<file path="src/design/hpp_pkg.sv">
`timescale 1ns / 1ps
package hpp_pkg;

    localparam int CoefW = 32;
    localparam int CoordW = 16;
    localparam int ProdW = 48;
    localparam int SumW = 49;
    localparam int CfgW = 64;
    localparam int CfgIdxW = 3;

    localparam logic [CfgIdxW-1:0] REG_H00_H01 = 3'd0;
    localparam logic [CfgIdxW-1:0] REG_H02_H10 = 3'd1;
    localparam logic [CfgIdxW-1:0] REG_H11_H12 = 3'd2;
    localparam logic [CfgIdxW-1:0] REG_H20_H21 = 3'd3;
    localparam logic [CfgIdxW-1:0] REG_H22     = 3'd4;

    typedef struct packed {
        logic signed [CoordW-1:0] row_in;
        logic signed [CoordW-1:0] col_in;
    } t_pt_in;

    typedef struct packed {
        logic signed [CoordW-1:0] row_out;
        logic signed [CoordW-1:0] col_out;
        logic                     degenerate;
        logic                     saturated;
    } t_pt_out;

endpackage

</file>
<file path="src/design/hpp_dot.sv">
`timescale 1ns / 1ps
module hpp_dot (
    input  logic                                i_clk,
    input  logic                                i_en,
    input  logic signed [hpp_pkg::CoefW-1:0]    i_h_r,
    input  logic signed [hpp_pkg::CoefW-1:0]    i_h_c,
    input  logic signed [hpp_pkg::CoefW-1:0]    i_h_k,
    input  logic signed [hpp_pkg::CoordW-1:0]   i_r,
    input  logic signed [hpp_pkg::CoordW-1:0]   i_c,
    output logic signed [hpp_pkg::SumW-1:0]     o_sum
);
    import hpp_pkg::*;

    logic signed [ProdW-1:0] r_p_r;
    logic signed [ProdW-1:0] r_p_c;
    logic signed [CoefW+3:0] r_k;
    logic signed [SumW-1:0]  r_sum;

    // products, then the three-term sum
    always_ff @(posedge i_clk) begin
        if (i_en) begin
            r_p_r <= i_h_r * i_r;
            r_p_c <= i_h_c * i_c;
            r_k   <= {i_h_k, 4'b0000};
            r_sum <= SumW'(r_p_r) + SumW'(r_p_c) + SumW'(r_k);
        end
    end

    assign o_sum = r_sum;

endmodule

</file>
<file path="config.mk">
export PLATFORM = sky130hd
export DESIGN_NAME = hpp_dot
export DESIGN_NICKNAME = d
export VERILOG_FILES = /design/src/design/hpp_pkg.sv /design/src/design/hpp_dot.sv
export SDC_FILE = /design/constraint.sdc
export NUM_CORES = 2
export LEC_CHECK = 0
export BUFFER_PORTS_ARGS = -buffer_cell sky130_fd_sc_hd__buf_4
export CAP_MARGIN = 20
export CORE_MARGIN = 2
export CORE_UTILIZATION = 44
export DETAILED_ROUTE_END_ITERATION = 7
export PLACE_DENSITY_LB_ADDON = 0.2
export SLEW_MARGIN = 20
export SYNTH_ARGS = -nofsm -noshare
export SYNTH_HDL_FRONTEND = slang
export SYNTH_SLANG_ARGS = --single-unit
</file>
<file path="constraint.sdc">
create_clock -name i_clk -period 14.1 [get_ports i_clk]
set_input_delay 2.82 -clock i_clk [delete_from_list [all_inputs] [get_ports i_clk]]
set_output_delay 2.82 -clock i_clk [all_outputs]
set_load 0.02 [all_outputs]
</file>
# ---- Word level (Yosys, flattened, before mapping)
# Cells that the tools add are included.
dict set report word_totals {
  regBits 177
  out_inout_bits 49
  in_bits 130
  wordCells 8
}
dict set report op_classes {
  addsub 2
  n_mul 2
}
# cell n
set op_table {}
lappend op_table {{$mul 32x16->48} 2}
lappend op_table {{$add 48x48->49} 1}
lappend op_table {{$add 49x36->49} 1}

# ---- Depth between registers and ports, before layout
dict set report logic_depth {
  word_depth 2
  ltp_mapped 26
  depth_no_buf 25
}

# ---- Least setup slack after synthesis
# Ideal clock, no wire load.
dict set report synth_path {
  kind {in2reg}
  from {input port i_h_r[7] (netlist bit)}
  to {register r_p_r[45], data pin}
  setup_ns 0.258
  n_path_buf 1
  required_ns 13.842
  cell_stages 24
  setup_slack_ns 5.348
  t_arrival_ns 8.494
  path_cell_list {clkbuf_1 > nand2_1 > fa_1 > inv_1 > fa_1 > inv_1 > fa_1 > inv_1 > fa_1 > fa_1 > inv_1 > fa_1 > inv_1 > ha_1 > a21oi_1 > o21ai_1 > a2111oi_0 > o22a_1 > o21ai_1 > a31oi_1 > o22ai_1 > and3_1 > a31oi_1 > xnor2_1}
}
dict set report synth_between {
  elab_chain_cells 1
}
# element line_no
set synth_lines {}
lappend synth_lines {{start: declaration} hpp_dot.sv:5} ;# input logic signed [hpp_pkg::CoefW-1:0] i_h_r,
lappend synth_lines {{$mul 32x16->48} hpp_dot.sv:22} ;# r_p_r <= i_h_r * i_r;
lappend synth_lines {{end signal: assignment} hpp_dot.sv:22}
lappend synth_lines {{end: declaration} hpp_dot.sv:14} ;# logic signed [ProdW-1:0] r_p_r;
# Every way passes these cells.
# A chain may end at the register's enable or synchronous reset.

# ---- Worst setup path in the final report
dict set report layout_path {
  from {input port i_c[7] (netlist bit)}
  to {register r_p_c[41], data pin}
}
dict set report layout_between {
  elab_chain_cells 1
}
# element line_no
set layout_lines {}
lappend layout_lines {{start: declaration} hpp_dot.sv:9} ;# input logic signed [hpp_pkg::CoordW-1:0] i_c,
lappend layout_lines {{$mul 32x16->48} hpp_dot.sv:23} ;# r_p_c <= i_h_c * i_c;
lappend layout_lines {{end signal: assignment} hpp_dot.sv:23}
lappend layout_lines {{end: declaration} hpp_dot.sv:15} ;# logic signed [ProdW-1:0] r_p_c;
# Every way passes these cells.

==> out/summary.txt <==
Asr flop ratio synth: 0%
Vias/cell: 5.14
Clk sinks: 177
Clock Skew: 0.0326 ns
Yosys reg bits: 177
FILL cells: 9,581
TNS Setup: 0 ns
Most area-consuming cells after synthesis: fa_1, edfxtp_1, inv_1, ha_1, and2_1
Slew Limit Fails: 0
I/O Buffers: 178
Rel. slew slack: 32.9%
CTS tree: built
Tmin final: 9.08 ns
Core area: 99,900 µm²
Required time of the critical path: 14.34 ns
Status: complete, no violations
Max Fclk: 110 MHz
Unrepaired setup endpoints after global routing: false
Avg Synthesized Cell Area: 9.57 µm²
GRT Overall Usage: 21.7%
Post-CTS setup buffers: 0
Hold Vio Cnt, Final: 0
Hold path depth: 1
Number of CTS-inserted buffers: 25
Htree depth: 4
R2R cell count: 13
Post-synthesis instance area: 44,200 µm²
GPL Wtd Cong: 0.851
Crit Path Category: in -> reg
Drt initial violations: 1,613
Ys flop type: edfxtp_1
Cell count after placement: 5,916
Number of synthesized flops with an enable pin: 177
Startpoint types: input pin
Layout area overhead: 6.83%
Drt pass-1 iters: 5
Clk buf depth: 3
Post-Route WL: 105,000 µm
Max cap viols: 0
Layout cells sized above 1: 4.71%
ANT nets after route: 0
Die width: 321 µm
Root Driver: clkbuf_16
Worst-Margin Slew: 1.01 ns
Starting Density: 44.3%
Crit Path Max Fanout: 32
Seq/Total Area, Yosys: 12.0%
Commonest non-fill, non-tap cell in the layout: inv_1
First-pass GRT wire length: 175,000 µm
Non-filler instance count after layout: 5,950
Initial antenna violation count: 3
Synthesized net count: 6,043
Final #Nets: 6,071
Post_cts resized: 0
Top-Level Pins: 179
Clock-pin slew on the worst setup and hold paths: 0.08 ns
Vias: 30,600
CTS Hold Bufs: 0
Cells after synthesis: 4,617
Unique cell type count in the Yosys netlist: 61
Row cnt: 116
Dpl hpwl: 85,800 µm
Cell Area, Placed: 46,500 µm²
WL/cell: 17.7 µm
Most frequent cells in the layout: inv_1, fa_1, nand2_1
Post-route cell area: 47,200 µm²
Synth area leader: fa_1
Final Setup Violations: 0
Largest net degree at the start of global routing: 101
DIE AREA: 103,000 µm²
Final period util: 64.4%
Post-synth top area share: 46.1%
Vias in the first global route: 33,500
Hold Crit Class: reg -> reg
YS warnings: 0
Clk_lat worst skew: 0.50 ns
CP arrival: 9.32 ns
Die Ht: 321 µm
DRC Markers: 0
Crit end category: flop
Gr ovfl total: 0
per-stage QoR:
step / util, % / setup slack (ns) / hold slack, ns
2_1_floorplan: - / 5.35 / 0.513
3_3_place_gp: 46.6 / 4.54 / 0.599
3_5_place_dp: 46.6 / 4.53 / 0.596
4_1_cts: 47.3 / 5.02 / 0.620
5_1_grt: 47.3 / 4.60 / 0.646
6_report: 47.3 / 5.02 / 0.610
final cells by class:
class | count | area [µm²] | share of cell area, %
sequential | 177 | 5320 | 11.3
multi-input combinational | 3149 | 34000 | 72.1
inverter | 1113 | 4180 | 8.85
antenna | 1 | 2.50 | 0.00530
clock buffer | 28 | 637 | 1.35
tap | 1298 | 1620 | 3.44
timing repair buffer | 179 | 1350 | 2.85
clock inverter | 5 | 76.3 | 0.162
Yosys cell counts, types with 2 or more instances:
| library cell | number |
|---|---|
| o211a_1 | 2 |
| and4_1 | 3 |
| a21oi_1 | 137 |
| o31ai_1 | 11 |
| o21ai_0 | 59 |
| nor2_1 | 113 |
| and2_1 | 413 |
| nand3b_1 | 5 |
| a221o_1 | 2 |
| or3_1 | 8 |
| a211oi_1 | 17 |
| nor3b_1 | 2 |
| inv_2 | 2 |
| buf_1 | 5 |
| edfxtp_1 | 177 |
| fa_1 | 1017 |
| a21o_1 | 76 |
| xor2_1 | 39 |
| a211o_1 | 5 |
| o21ai_1 | 19 |
| o21bai_1 | 28 |
| inv_1 | 1111 |
| o211ai_1 | 7 |
| nor2b_1 | 16 |
| nand2b_1 | 28 |
| and3_1 | 17 |
| a41oi_1 | 3 |
| nor3_1 | 9 |
| clkbuf_1 | 173 |
| o22ai_1 | 5 |
| a31oi_1 | 16 |
| a2111oi_0 | 4 |
| xnor2_1 | 103 |
| o221ai_1 | 2 |
| ha_1 | 279 |
| nand2_1 | 618 |
| nand3_1 | 27 |
| nand4_1 | 18 |
| o21a_1 | 19 |
state kept, by name, indices dropped and copies added, names as in the netlist:
signal	cells
o_sum	49
r_p_c	48
r_p_r	48
r_k	32
kinds of logic after synthesis:
logic type,Yosys count,share of synthesized area [%]
adders and majority gates,1296,54.0
buffers and inverters,1291,11.0
and+or+nand+nor,1281,14.0
AOI/OAI and AO/OA,429,6.24
DFF,177,12.0
xor gates and xnor gates,142,2.81
muxes,1,0.0226
per-layer routing:
metal,routed length [µm],track usage (%),vias to the layer above
met1,43000,27.4,15900
met2,53900,38.5,701
met3,4560,2.34,204
met5,22,0,-
li1,-,-,13800
met4,3950,7.34,4
worst max-delay path, cell delays in order:
cell and delay (ns):
buf_4 0.32, nand2_1 0.14, fa_1 0.54, inv_1 0.05, fa_1 0.49, inv_1 0.05, fa_1 0.52, inv_1 0.06
fa_1 0.45, fa_1 0.49, inv_1 0.05, fa_1 0.48, inv_1 0.05, ha_1 0.33, a21oi_1 0.21, o21ai_0 0.12
a21oi_1 0.17, o21ai_0 0.12, a211oi_1 0.49, o21ai_1 0.30, a211oi_1 0.50, o21a_1 0.27, o21ai_0 0.12, xnor2_1 0.14
worst paths after layout:
kind	startpoint	end	slack, ns
worst max register to register	r_p_c[1]	o_sum[47]	9.62
worst min register to register	r_p_r[0]	o_sum[0]	0.61
worst min-delay path	r_p_r[0]	o_sum[0]	0.61
worst max-delay path	i_c[7]	r_p_c[41]	5.02
Power is not shown: default switching activity piles up to over one toggle a cycle in this logic, so the estimate is an artifact.
