$ cat config.mk
export PLATFORM = sky130hd
export DESIGN_NAME = hpp_div
export DESIGN_NICKNAME = d
export VERILOG_FILES = /design/src/design/hpp_pkg.sv /design/src/design/hpp_div.sv
export SDC_FILE = /design/constraint.sdc
export NUM_CORES = 2
export LEC_CHECK = 0
export CORE_MARGIN = 1.5
export CORE_UTILIZATION = 55
export CTS_CLUSTER_SIZE = 8
export DETAILED_ROUTE_END_ITERATION = 12
export DONT_BUFFER_PORTS = 1
export MAX_ROUTING_LAYER = met4
export PLACE_DENSITY = 0.73
export SYNTH_ARGS = -nofsm -noshare
export SYNTH_HDL_FRONTEND = slang
export SYNTH_SLANG_ARGS = --single-unit
export TNS_END_PERCENT = 1
$ cat constraint.sdc
create_clock -name i_clk -period 5.1 [get_ports i_clk]
set_clock_uncertainty 0.2 [all_clocks]
set_input_delay 0.51 -clock i_clk [delete_from_list [all_inputs] [get_ports i_clk]]
set_output_delay 0.51 -clock i_clk [all_outputs]
set_load 0.01 [all_outputs]
$ cat src/design/hpp_pkg.sv
`timescale 1ns / 1ps
package hpp_pkg;

    localparam int CoefW = 32;
    localparam int CoordW = 16;
    localparam int ProdW = 48;
    localparam int SumW = 49;
    localparam int CfgW = 64;
    localparam int CfgIdxW = 3;

    localparam logic [CfgIdxW-1:0] REG_H00_H01 = 3'd0;
    localparam logic [CfgIdxW-1:0] REG_H02_H10 = 3'd1;
    localparam logic [CfgIdxW-1:0] REG_H11_H12 = 3'd2;
    localparam logic [CfgIdxW-1:0] REG_H20_H21 = 3'd3;
    localparam logic [CfgIdxW-1:0] REG_H22     = 3'd4;

    typedef struct packed {
        logic signed [CoordW-1:0] row_in;
        logic signed [CoordW-1:0] col_in;
    } t_pt_in;

    typedef struct packed {
        logic signed [CoordW-1:0] row_out;
        logic signed [CoordW-1:0] col_out;
        logic                     degenerate;
        logic                     saturated;
    } t_pt_out;

endpackage

$ cat src/design/hpp_div.sv
`timescale 1ns / 1ps
module hpp_div (
    input  logic                                i_clk,
    input  logic                                i_en,
    input  logic signed [hpp_pkg::SumW-1:0]     i_num,
    input  logic signed [hpp_pkg::SumW-1:0]     i_den,
    output logic signed [hpp_pkg::CoordW-1:0]   o_q,
    output logic                                o_sat
);
    import hpp_pkg::*;

    localparam int QW = CoordW;
    localparam int MagW = SumW - 1;
    localparam int DW = MagW + 1;
    localparam int NW = MagW + 6;
    localparam int WW = DW + QW + 1;

    logic [MagW-1:0] w_n;
    logic [MagW-1:0] w_d;

    logic [NW-1:0] r_n2;
    logic [DW-1:0] r_d2;
    logic          r_neg;

    logic [NW-1:0] r_rem [QW+1];
    logic [DW-1:0] r_dd  [QW+1];
    logic [QW-1:0] r_qb  [QW+1];
    logic          r_ng  [QW+1];
    logic          r_ovf [QW+1];

    logic [QW-1:0] r_q;
    logic          r_sat;

    assign w_n = i_num[SumW-1] ? MagW'(-i_num) : MagW'(i_num);
    assign w_d = i_den[SumW-1] ? MagW'(-i_den) : MagW'(i_den);

    // 32*n + d over 2*d gives the rounded quotient
    always_ff @(posedge i_clk) begin
        if (i_en) begin
            r_n2  <= {w_n, 5'b00000} + NW'(w_d);
            r_d2  <= {w_d, 1'b0};
            r_neg <= i_num[SumW-1] ^ i_den[SumW-1];

            r_rem[0] <= r_n2;
            r_dd[0]  <= r_d2;
            r_qb[0]  <= '0;
            r_ng[0]  <= r_neg;
            r_ovf[0] <= {(WW-NW)'(0), r_n2} >= {1'b0, r_d2, QW'(0)};
        end
    end

    for (genvar j = 0; j < QW; j++) begin : g_bit
        logic [WW-1:0] w_sub;
        logic          w_ge;
        logic [QW-1:0] n_q;

        assign w_sub = {(WW-NW)'(0), r_rem[j]} - ({(WW-DW)'(0), r_dd[j]} << (QW-1-j));
        assign w_ge = !w_sub[WW-1];

        always_comb begin
            n_q = r_qb[j];
            n_q[QW-1-j] = w_ge;
        end

        always_ff @(posedge i_clk) begin
            if (i_en) begin
                r_rem[j+1] <= w_ge ? w_sub[NW-1:0] : r_rem[j];
                r_dd[j+1]  <= r_dd[j];
                r_qb[j+1]  <= n_q;
                r_ng[j+1]  <= r_ng[j];
                r_ovf[j+1] <= r_ovf[j];
            end
        end
    end

    // sign and clamp
    always_ff @(posedge i_clk) begin
        if (i_en) begin
            if (!r_ng[QW]) begin
                r_sat <= r_ovf[QW] || r_qb[QW][QW-1];
                r_q   <= (r_ovf[QW] || r_qb[QW][QW-1]) ? {1'b0, {(QW-1){1'b1}}} : r_qb[QW];
            end else begin
                r_sat <= r_ovf[QW] || (r_qb[QW] > {1'b1, (QW-1)'(0)});
                r_q   <= (r_ovf[QW] || (r_qb[QW] > {1'b1, (QW-1)'(0)}))
                         ? {1'b1, (QW-1)'(0)} : -r_qb[QW];
            end
        end
    end

    assign o_q = r_q;
    assign o_sat = r_sat;

endmodule

-- Yosys cells after proc, flatten, opt, wreduce, memory -nomap -nowiden
Memory sizes are Yosys's and may differ from the RTL's.
Cells that the tools add are included.
- $add $sub $neg: 20
- $lt $le $gt $ge: 2
- multiplexer cells: 24
- bitwise operators: 1
- reductions and logical operators: 18
- operators with widths (cell ; number):
    2-to-1 mux 54 bit ; 16
    2-to-1 mux 48 bit ; 2
    negator 48 bit ; 2
    greater-or-equal comparator 54 x 65 -> 1 bit ; 1
    subtractor 54 x 64 -> 65 bit ; 1
    subtractor 54 x 63 -> 64 bit ; 1
    subtractor 54 x 62 -> 63 bit ; 1
    subtractor 54 x 61 -> 62 bit ; 1
    subtractor 54 x 60 -> 61 bit ; 1
    subtractor 54 x 59 -> 60 bit ; 1
    subtractor 54 x 58 -> 59 bit ; 1
    subtractor 54 x 57 -> 58 bit ; 1
    subtractor 54 x 56 -> 57 bit ; 1
    subtractor 54 x 55 -> 56 bit ; 1
    subtractor 54 x 49 -> 55 bit ; 1
    subtractor 54 x 50 -> 55 bit ; 1
    subtractor 54 x 51 -> 55 bit ; 1
    subtractor 54 x 52 -> 55 bit ; 1
    subtractor 54 x 53 -> 55 bit ; 1
    subtractor 54 x 54 -> 55 bit ; 1
    adder 53 x 48 -> 54 bit ; 1
    2-to-1 mux 16 bit ; 3
    > comparator 16 bit (second input constant) ; 1
    zero test 1 bit ; 16
    4 further kinds ; 7
- bits in registers: 120
- bits in writable memories: 2057
- input bits: 100
- output and inout port bits: 17
- memories: 5
- memory list (memory ; words ; width ; rd ports ; clocked after Yosys merged registers in ; write ports ; line ; RTL):
    r_rem ; 17 ; 54 ; 16 ; 0 ; 17 ; hpp_div.sv:25 ; logic [NW-1:0] r_rem [QW+1];
    r_dd ; 17 ; 49 ; 16 ; 0 ; 17 ; hpp_div.sv:26 ; logic [DW-1:0] r_dd [QW+1];
    r_qb ; 17 ; 16 ; 17 ; 0 ; 17 ; hpp_div.sv:27 ; logic [QW-1:0] r_qb [QW+1];
    r_ng ; 17 ; 1 ; 17 ; 0 ; 17 ; hpp_div.sv:28 ; logic r_ng [QW+1];
    r_ovf ; 17 ; 1 ; 17 ; 0 ; 17 ; hpp_div.sv:29 ; logic r_ovf [QW+1];

-- Longest topological paths before layout
An unclocked memory read counts as a cell.
- word-level depth: 5
- depth in mapped cells: 21

-- Worst setup path before layout
No wires, ideal clock.
- kind: input to register
- start: input port i_num[17] in the netlist's numbering
- end: register r_n2[53] (data pin)
- setup time: 255 ps
- data arrival time: 4680 ps
- slack: -35 ps
- stages: 17
- buffers on the path: 1
- cell sequence: or4_1 -> or4_1 -> or2_2 -> clkbuf_1 -> o31ai_1 -> xnor2_1 -> ha_1 -> a21o_1 -> a21o_1 -> a21oi_1 -> or4b_1 -> a31oi_1 -> o41a_2 -> a21oi_4 -> a21boi_1 -> o21ai_1 -> and3_1
- cells in the longest elaborated chain, start to end: 3
- ends and longest elaborated chain (what ; line ; RTL):
    start, declared ; hpp_div.sv:5 ; input logic signed [hpp_pkg::SumW-1:0] i_num,
    negator 48 bit ; hpp_div.sv:34 ; assign w_n = i_num[SumW-1] ? MagW'(-i_num) : MagW'(i_num);
    2-to-1 mux 48 bit * ; hpp_div.sv:34 ;
    adder 53 x 48 -> 54 bit * ; hpp_div.sv:40 ; r_n2 <= {w_n, 5'b00000} + NW'(w_d);
    end signal, assigned ; hpp_div.sv:40 ;
    end, declared ; hpp_div.sv:21 ; logic [NW-1:0] r_n2;
Mark *: on every way between the ends. The rest lies on a longest branch, timed or not.
A chain may end at the register's enable or synchronous reset.

==> flow_summary.json <==
{
  "status": "complete, no violations",
  "initial_utilization_pct": 55.39,
  "p_sw_mw": 14.05,
  "timing.rr.start": "r_rem[0][241]$_DFFE_PP_",
  "setup_tns_ns": 0,
  "drc": 0,
  "setup_slack_ns": 0.1462,
  "synth_xor_area_share_pct": 6.028,
  "grt_use_met2_pct": 41.09,
  "ios": 117,
  "antenna_found_initial": 0,
  "cellPowerDensity_nw_per_um2": 414.7,
  "crit_start": "r_rem[0][241]$_DFFE_PP_",
  "nNetsFinal": 10570,
  "routed_wl_mm": 207.6,
  "start_kind": "flip-flop",
  "cp_top_family": "compound AO/OA/AOI/OAI gates",
  "die_y_um": 438.1,
  "hold_class": "primary input to flip-flop",
  "tightest_slew_ns": 1.102,
  "rows": 159,
  "max_freq_mhz": 201.9,
  "setup_viol": 0,
  "clk_path_buf_depth": 4,
  "drv_slew": 0,
  "path_cells": "ha_1 -> a21o_1 -> a21o_1 -> a2111oi_2 -> o21bai_1 -> a21oi_2 -> nand4b_1 -> a41oi_2 -> o21bai_1 -> buf_4 -> a221o_1 -> a221o_1 -> o31ai_4 -> o2bb2a_4 -> clkbuf_16 -> mux2_2",
  "cp_num_buf_inv": 2,
  "viasPerCell": 5.674,
  "cts_tree": "done",
  "yosys.area_share.simple_pct": 8.791,
  "synth_top_area_share_pct": 53.15,
  "cts-root-buf": "clkbuf_16",
  "final_area_um2": 118000,
  "ys_seq_elements": 1843,
  "finalHoldViolCount": 0,
  "diodes": 0,
  "ys_seq_area_share_pct": 53.15,
  "synth_edf_count": 1843,
  "ys_warn_count": 0,
  "synth_cell_type_count": 92,
  "ir_drop_v": 0.0003553,
  "worstPathArrival_ns": 5.37,
  "cap_violations": 0,
  "drive_above_1_share_pct": 9.699,
  "leakage_nw": 48.99,
  "grt.busiest_layer": "met2",
  "postRouteAntennaNets": 0,
  "async_flop_share_pct": 0,
  "postPlaceCellArea_um2": 109100,
  "synth_compound_area_share_pct": 15.21,
  "routed-via-count": 69090,
  "grt_usage_pct": 22.04,
  "use_met3_pct": 3.363,
  "synthMuxAreaShare_pct": 2.907,
  "grt_pass1_vias": 71460,
  "drt_iter0_markers": 3599,
  "pwr-share-clk_pct": 32.1,
  "fin_crit_ns": 4.954,
  "gp_congestion": 0.9416,
  "grt_max_degree": 173,
  "synthFlopType": "edfxtp_1",
  "syn2layout_area_growth_pct": 13.29,
  "dieArea_um2": 191900,
  "preCtsSetupSlack_ns": -2.708,
  "netlist_top_cells_count": "1843 x edfxtp_1, 938 x inv_1, 791 x ha_1",
  "crit_path_max_incr_delay_ns": 0.42,
  "clkLatencyLatePin_ns": 0.91,
  "core_um2": 188000,
  "cts_sinks": 1843,
  "synth_top_family_by_area": "compound AO/OA/AOI/OAI gates",
  "portBuffers": 0,
  "slowest_stage": "a221o_1",
  "dpl.hpwl_mm": 151.2,
  "grt_use_met1_pct": 22.01,
  "finalCritPeriodShare_pct": 97.13,
  "firstDrtPassIters": 7,
  "grt_pass1_wl_mm": 338.2,
  "critPathKind": "flip-flop to flip-flop",
  "synthCells": 9164,
  "synth_area_leaders": "edfxtp_1 53%, ha_1 9.5%, xnor2_1 3.8%",
  "hp-start": "i_den[48]",
  "syn_area_per_cell_um2": 11.36,
  "cts_made_buffers": 280,
  "fin_total_pwr_mw": 48.92,
  "seqPwrFrac_pct": 41.2,
  "yosys.area.top_type": "edfxtp_1",
  "htreeDepth": 5,
  "overflow": 0,
  "syn_nets": 10070,
  "endpoint_kind": "flip-flop",
  "syn_area_um2": 104100,
  "cp_max_fo": 21,
  "critPathRequiredTime_ns": 5.51,
  "path_clk_slew_ns": 0.05,
  "fill_cells": 14140,
  "final_core_util_pct": 62.75,
  "p_sw_share_pct": 28.72,
  "synth_fa_ha_area_share_pct": 9.851,
  "p_int_mw": 34.87,
  "die_w_um": 438.1,
  "power_frac_comb_pct": 26.7,
  "post_drt_wl_per_cell_um": 17.05,
  "slew_headroom_pct": 26.54,
  "yosysMostFrequentCell": "edfxtp_1"
}
==> cells by family (layout without fill, tap and decap cells) <==
kind of cell	Yosys count	count (layout)
adder cells (fa/ha/maj)	811	811
flip-flops	1843	1843
multiplexers	271	271
AND/OR/NAND/NOR	1902	1902
XOR/XNOR	715	715
AO/OA/AOI/OAI	2500	2500
buffers and inverters	1122	1639
==> path summary, 6_finish.rpt <==
kind | endpoint | slack [ns] | cells after the start
max | r_rem[0][313]$_DFFE_PP_ | 0.15 | 16
min reg2reg | r_qb[0][127]$_DFFE_PP_ | 0.19 | 0
min | r_d2[25]$_DFFE_PP_ | 0.06 | 3
max reg2reg | r_rem[0][313]$_DFFE_PP_ | 0.15 | 16
==> cells in the final DEF (no fill, tap or decap), types with 78 or more instances in the layout <==
| master | n |
|---|---|
| clkbuf_16 | 290 |
| edfxtp_1 | 1843 |
| o21a_1 | 101 |
| a21oi_1 | 702 |
| o21bai_1 | 78 |
| xnor2_1 | 451 |
| o31ai_1 | 87 |
| nor3_1 | 93 |
| nand2_1 | 632 |
| nand3_1 | 126 |
| inv_1 | 937 |
| nand2b_1 | 132 |
| xor2_1 | 262 |
| dlygate4sd3_1 | 111 |
| ha_1 | 791 |
| nand4_1 | 80 |
| o21ai_0 | 612 |
| a21o_1 | 437 |
| buf_4 | 257 |
| nor2b_1 | 121 |
| nor2_1 | 431 |
| mux2_2 | 251 |
==> final cells by class <==
class	instances	area (µm²)	area share (%)
Inverter	939	3528	2.991
Multi-Input combinational cell	6199	44810	37.99
Clock buffer	293	7226	6.125
Timing Repair Buffer	403	3896	3.303
Sequential cell	1843	55340	46.91
Clock inverter	4	42.54	0.03606
Tap cell	2495	3122	2.646
==> repair_timing <==
item | CTS | global route
resized for setup | 4 | 29
cloned | 5 | 2
hold buffers | 115 | 0
endpoints found under the setup margin | 615 | 316
pin swaps | 0 | 5
setup buffers | 0 | 1
hold endpoints to repair | 273 | 0
==> worst register-to-register path: stages (launching register included) <==
cell and delay, ns:
edfxtp_1 0.39, ha_1 0.31, a21o_1 0.16, a21o_1 0.19, a2111oi_2 0.39, o21bai_1 0.18
a21oi_2 0.20, nand4b_1 0.20, a41oi_2 0.35, o21bai_1 0.13, buf_4 0.16, a221o_1 0.36
a221o_1 0.42, o31ai_4 0.23, o2bb2a_4 0.24, clkbuf_16 0.24, mux2_2 0.36
==> flip-flops by register name, summed over array words and instances (netlist names) <==
signal / cells
o_q: 16
r_qb: 136
r_dd: 694
r_rem: 864
r_ovf: 17
r_neg: 1
r_n2: 54
r_ng: 17
r_d2: 43
o_sat: 1
==> metal layers <==
metal  routed length [µm]  up-vias
li1                     -    34570
met1                79590    32250
met2               109500     1569
met3                 7529      691
met4                10990        0
met5                    0        -
==> stage by stage <==
stage,hold WS [ns],std cells
after floorplan,0.2003,9164
after global placement,0.2004,11760
after detailed placement,0.2045,11760
after CTS,0.001870,12170
after global routing,0.01843,12180
final,0.06406,12180
==> power groups by stage <==
stage	clock, mW	sequential (mW)	combinational (mW)
after global routing	16.7	20.3	14.5
after CTS	16.1	20.2	12.9
after floorplan	0	20.0	9.60
after detailed placement	0	20.4	12.7
after global placement	0	20.4	12.3
final	15.7	20.2	13.0
No activity file was read; power rests on OpenSTA's default activity.
